--- src/rtl/core/mfpp_pkg.sv ---
// Shared types and constants for the mono frame buffer pixel packer.
// No dependencies.
`timescale 1ns / 1ps

package mfpp_pkg;

   localparam int CMD_W     = 2;
   localparam int COORD_W   = 9;
   localparam int PIX_W     = 16;
   localparam int IDX_W     = 14;
   localparam int DATA_W    = 8;
   localparam int COMPARE_W = 11;  // holds a 9-bit coordinate and a panel size up to 1024

   localparam logic [PIX_W-1:0]  THRESHOLD_RESET = 16'h7FFF;
   localparam logic [DATA_W-1:0] WHITE_BYTE      = 8'hFF;

   localparam logic [CMD_W-1:0] CMD_RGB_PIXEL = 2'd0;
   localparam logic [CMD_W-1:0] CMD_RAW_BIT   = 2'd1;
   localparam logic [CMD_W-1:0] CMD_FILL      = 2'd2;
   localparam logic [CMD_W-1:0] CMD_READ      = 2'd3;

   // controller -> datapath
   typedef struct packed {
      logic accept;
      logic addr_en;
      logic rd_en;
      logic wr_en;
      logic clear_en;
      logic rsp_load;
   } ctl_cmd_type;

   // datapath -> controller
   typedef struct packed {
      logic is_read;
      logic clear_last;
      logic rsp_busy;
   } dp_stat_type;

endpackage

--- src/rtl/core/mfpp_ctrl.sv ---
// Sequencing state machine for the pixel packer.
// Depends on mfpp_pkg for the command codes and control structs.
`timescale 1ns / 1ps

module mfpp_ctrl
   import mfpp_pkg::*;
(
   input  logic               clock,
   input  logic               reset,
   input  logic               req_valid,
   input  logic [CMD_W-1:0]   req_cmd,
   output logic               req_stall,
   input  dp_stat_type        stat,
   output ctl_cmd_type        cmd
);

   typedef enum logic [5:0] {
      S_CLEAR  = 6'b000001,
      S_IDLE   = 6'b000010,
      S_ADDR   = 6'b000100,
      S_READ   = 6'b001000,
      S_MODIFY = 6'b010000,
      S_RESP   = 6'b100000
   } state_type;

   state_type state_ff, state_in;

   always_comb begin
      state_in     = state_ff;
      cmd          = '0;
      req_stall    = 1'b1;
      case (state_ff)
         S_CLEAR: begin
            cmd.clear_en = 1'b1;
            if (stat.clear_last) begin
               state_in = S_IDLE;
            end
         end
         S_IDLE: begin
            req_stall  = 1'b0;
            cmd.accept = req_valid;
            if (req_valid) begin
               state_in = (req_cmd == CMD_FILL) ? S_CLEAR : S_ADDR;
            end
         end
         S_ADDR: begin
            cmd.addr_en = 1'b1;
            state_in    = S_READ;
         end
         S_READ: begin
            cmd.rd_en = 1'b1;
            state_in  = stat.is_read ? S_RESP : S_MODIFY;
         end
         S_MODIFY: begin
            cmd.wr_en = 1'b1;
            state_in  = S_IDLE;
         end
         S_RESP: begin
            // wait for the output register to free up
            if (!stat.rsp_busy) begin
               cmd.rsp_load = 1'b1;
               state_in     = S_IDLE;
            end
         end
         default: begin
            state_in = S_IDLE;
         end
      endcase
   end

   always_ff @(posedge clock) begin
      if (reset) begin
         state_ff <= S_CLEAR;
      end else begin
         state_ff <= state_in;
      end
   end

endmodule

--- config.mk ---
export PLATFORM = sky130hd
export DESIGN_NAME = mfpp_ctrl
export DESIGN_NICKNAME = d
export VERILOG_FILES = /design/src/rtl/core/mfpp_pkg.sv /design/src/rtl/core/mfpp_ctrl.sv
export SDC_FILE = /design/constraint.sdc
export NUM_CORES = 1
export LEC_CHECK = 0
export BUFFER_PORTS_ARGS = -buffer_cell sky130_fd_sc_hd__buf_4
export CAP_MARGIN = 20
export CORE_AREA = 2 2 39 41
export DETAILED_ROUTE_END_ITERATION = 7
export DIE_AREA = 0 0 41 43
export HOLD_SLACK_MARGIN = 0.06
export SETUP_SLACK_MARGIN = 0.4
export SKIP_LAST_GASP = 1
export SLEW_MARGIN = 25
export SYNTH_ARGS = -nofsm -noshare
export SYNTH_HDL_FRONTEND = slang
export SYNTH_SLANG_ARGS = --single-unit
--- constraint.sdc ---
create_clock -name clock -period 1.8 [get_ports clock]
set_input_delay 0.36 -clock clock [delete_from_list [all_inputs] [get_ports clock]]
set_output_delay 0.36 -clock clock [all_outputs]
set_load 0.03 [all_outputs]
==> reports/summary.md <==
Status
* finished clean — status

Detailed routing
* 0 — remaining routing DRC violations
* 3 — count of routing violations after the opening detailed-route iteration
* 0 — Detail Route Antenna Nets
* 379 — number of vias after detailed routing
* 3 — Initial DRT Pass Iterations
* 909 um — Total Wirelength
* 11.96 um — detailed-route wire length per cell
* 4.987 — detailed-route vias per instance

Floorplanning
* 43 um — Die Y-Extent
* 24.50% — effective utilization at floorplan
* 14 — row count
* 0.001763 mm^2 — die footprint
* 0.001384 mm^2 — core area
* 15 — number of ports placed on the die boundary
* 41 um — Horiz. Die Dim

Yosys
* sky130_fd_sc_hd__dfxtp_1 — largest area contributor in the netlist
* sky130_fd_sc_hd__dfxtp_1 35%, sky130_fd_sc_hd__nor3b_1 6.6%, sky130_fd_sc_hd__and3b_1 5.2% — cell types with the largest area share after synthesis
* 8.477 um^2 — mean area per synthesized cell
* 0 — Warnings, synthesis
* 48 — post-synth net total
* 35.42% — sequential-to-total area share from yosys stat
* 0 — number of synthesized flops with an enable pin
* 6 x sky130_fd_sc_hd__dfxtp_1, 3 x sky130_fd_sc_hd__inv_1, 3 x sky130_fd_sc_hd__nor3_1, 3 x sky130_fd_sc_hd__nor3b_1 — synth cell count leaders
* 35.42% — area fraction of the dominant cell type after synthesis
* 339.1 um^2 — Netlist Area Pre-Place
* sky130_fd_sc_hd__dfxtp_1 — leading cell type by number of instances after synthesis
* 0% — Async S/R FF share, synth
* 6 — FF+latch count, synth
* sky130_fd_sc_hd__dfxtp_1 — commonest register cell after synthesis
* 25 — count of cell types in the netlist
* 40 — cell count after synthesis

Run
* 0 — number of maximum-capacitance constraint violations

Clock network
* sky130_fd_sc_hd__clkbuf_4 — cell chosen for the clock root
* 2 — largest buffer count on any clock path
* 250 ps — clk_lat worst skew
* 3 — cts bufs inserted
* 0 — hold buffers post-CTS
* yes — TritonCTS clock tree
* 1 — H-tree lvl count
* 50 ps — clock slew at reported path FFs
* 6 — number of clock sinks seen by CTS

Global routing
* 0 — leftover overflow at the end of global routing
* 0 — antenna violations before repair
* 13.07% — Tot GR Track Use
* 353 — vias in the first global route
* 1.483 mm — global-route wire length before repair
* 9 — pin count of the biggest net entering global routing

Critical path
* 1440 ps — endpoint required time on the critical path
* or3_4 -> nor4b_4 -> buf_6 — cell-by-cell trace of the critical path
* primary output — category of the worst setup path capture point
* sky130_fd_sc_hd__or3_4 — slowest cell on the critical path
* 1400 ps — endpoint arrival time on the critical path
* 420 ps — Worst path max stage delay
* 5 — critical path fanouts, max
* reg2out — path type of the worst setup path
* register — critical path launch point type

Layout
* 287.8 um^2 — combined area of the multi-input logic cells
* 630.6 um^2 — Final Cell Area
* 6 — number of flip-flops under the largest register name
* state_ff — Most flops, register
* 76 — count of non-filler cells in the finished layout
* 85.98% — Layout Area Growth over Synthesis
* state_ff x6 — Largest regs
* 66.67% — fraction of layout instances using a drive strength above 1
* 0 — antenna cells
* 70 — final net count
* 131.4 um^2 — FF+latch area
* 143 — number of filler cells placed in the layout

STA
* 97.92% — period utilization
* 0 — final hold violation count
* 0 — max-slew violation count
* true — RSZ-0062 raised after global routing
* 6.681 ps — maximum clock skew at final layout
* 290.7 ps — Final Hold Slack
* 1763 ps — crit path time final
* 80.66% — max-slew headroom at the worst pin
* 0 — number of endpoints failing setup at the final stage
* 567.4 MHz — highest clock rate
* 287.4 ps — pin slew with the least headroom to its limit

Power and ir drop
* 257.1 uW — internal power
* 569.7 mW/mm^2 — power density over the cells
* 40.0% — sequential fraction of design power
* 244.1 uV — worst voltage drop across the vdd grid
* 359.3 uW — power consumption
* 28.44% — switching share of total power
* 35.8% — Clock power frac
* 102.2 uW — Switching Power
* 0.2542 nW — leakage power
* 24.2% — part of the total power dissipated in combinational logic

Placed design
* 0.6672 — last weighted congestion value of the routability-driven placer
* 14 — PortBufs
* 669.6 um — HPWL reported at the end of detailed placement
* 520.5 um^2 — area after detailed placement
* 71 — Inst Count DP

Hold path
* in2reg — path category of the worst min-delay check

## logic make-up (layout without fill, tap and decap cells)
family | count (synthesis) | after routing | synth area share [%]
AO/OA/AOI/OAI | 6 | 6 | 12.55
buffers and inverters | 4 | 24 | 5.536
flip-flops | 6 | 6 | 35.43
AND/OR/NAND/NOR | 24 | 24 | 46.50
## worst paths after layout
path                            cells past startpoint                        to  slack, ps                      from
worst max register to register                      3  state_ff[5]$_SDFFE_PP0P_        340  state_ff[2]$_SDFFE_PP0P_
worst max-delay path                                3                    cmd[2]         40  state_ff[2]$_SDFFE_PP0P_
worst min-delay path                                2  state_ff[4]$_SDFFE_PP0P_        290                   stat[2]
worst min register to register                      3  state_ff[5]$_SDFFE_PP0P_        600  state_ff[1]$_SDFFE_PP0P_
## critical path: cells and delay by family (launching register included)
kind	cells	cell delay, ps
buffers and inverters	1	160
and+or+nand+nor	2	650
DFF	1	340
## layout make-up
class,instances,share of cell area (%)
Timing Repair Buffer,18,25.00
Clock buffer,3,3.571
Inverter,3,1.786
Tap cell,16,3.175
Sequential cell,6,20.83
Multi-Input combinational cell,30,45.63
## cells in the final DEF (no fill, tap or decap), types with 2 or more instances in the layout
cell type and n:
sky130_fd_sc_hd__dfxtp_4 2, sky130_fd_sc_hd__buf_4 12, sky130_fd_sc_hd__inv_1 3, sky130_fd_sc_hd__dfxtp_2 3, sky130_fd_sc_hd__nor3b_1 2, sky130_fd_sc_hd__clkbuf_4 3, sky130_fd_sc_hd__nor3_4 2, sky130_fd_sc_hd__buf_6 6
## routing by layer
metal | vias up | global-route usage, % | share of wire, %
li1 | 192 | - | -
met1 | 175 | 14.84 | 45
met2 | 12 | 18.75 | 49
met3 | 0 | 6.283 | 5.6
met4 | 0 | 8.000 | 0
met5 | - | 0 | 0
## repair_timing
action | CTS | global route
buffers inserted | 2 | 0
endpoints found under the setup margin | 8 | 8
pin swaps | 5 | 1
gates cloned | 0 | 0
resized for setup | 10 | 9
## through the flow
step	util [%]	setup slack [ps]	TNS, ps
2_1_floorplan	-	221.4	0
3_3_place_gp	37.61	105.6	0
3_5_place_dp	37.61	97.48	0
4_1_cts	43.04	30.93	0
5_1_grt	45.57	-13.77	-13.77
6_report	45.57	37.43	0
## power groups by stage
stage | clock network (mW) | registers, mW | logic [mW]
2_1_floorplan | 0 | 0.144 | 0.0463
3_3_place_gp | 0 | 0.146 | 0.0726
3_5_place_dp | 0 | 0.146 | 0.0730
4_1_cts | 0.131 | 0.143 | 0.0820
5_1_grt | 0.144 | 0.144 | 0.0935
6_report | 0.129 | 0.144 | 0.0871
Note: power is estimated with default switching activity, not from simulation.
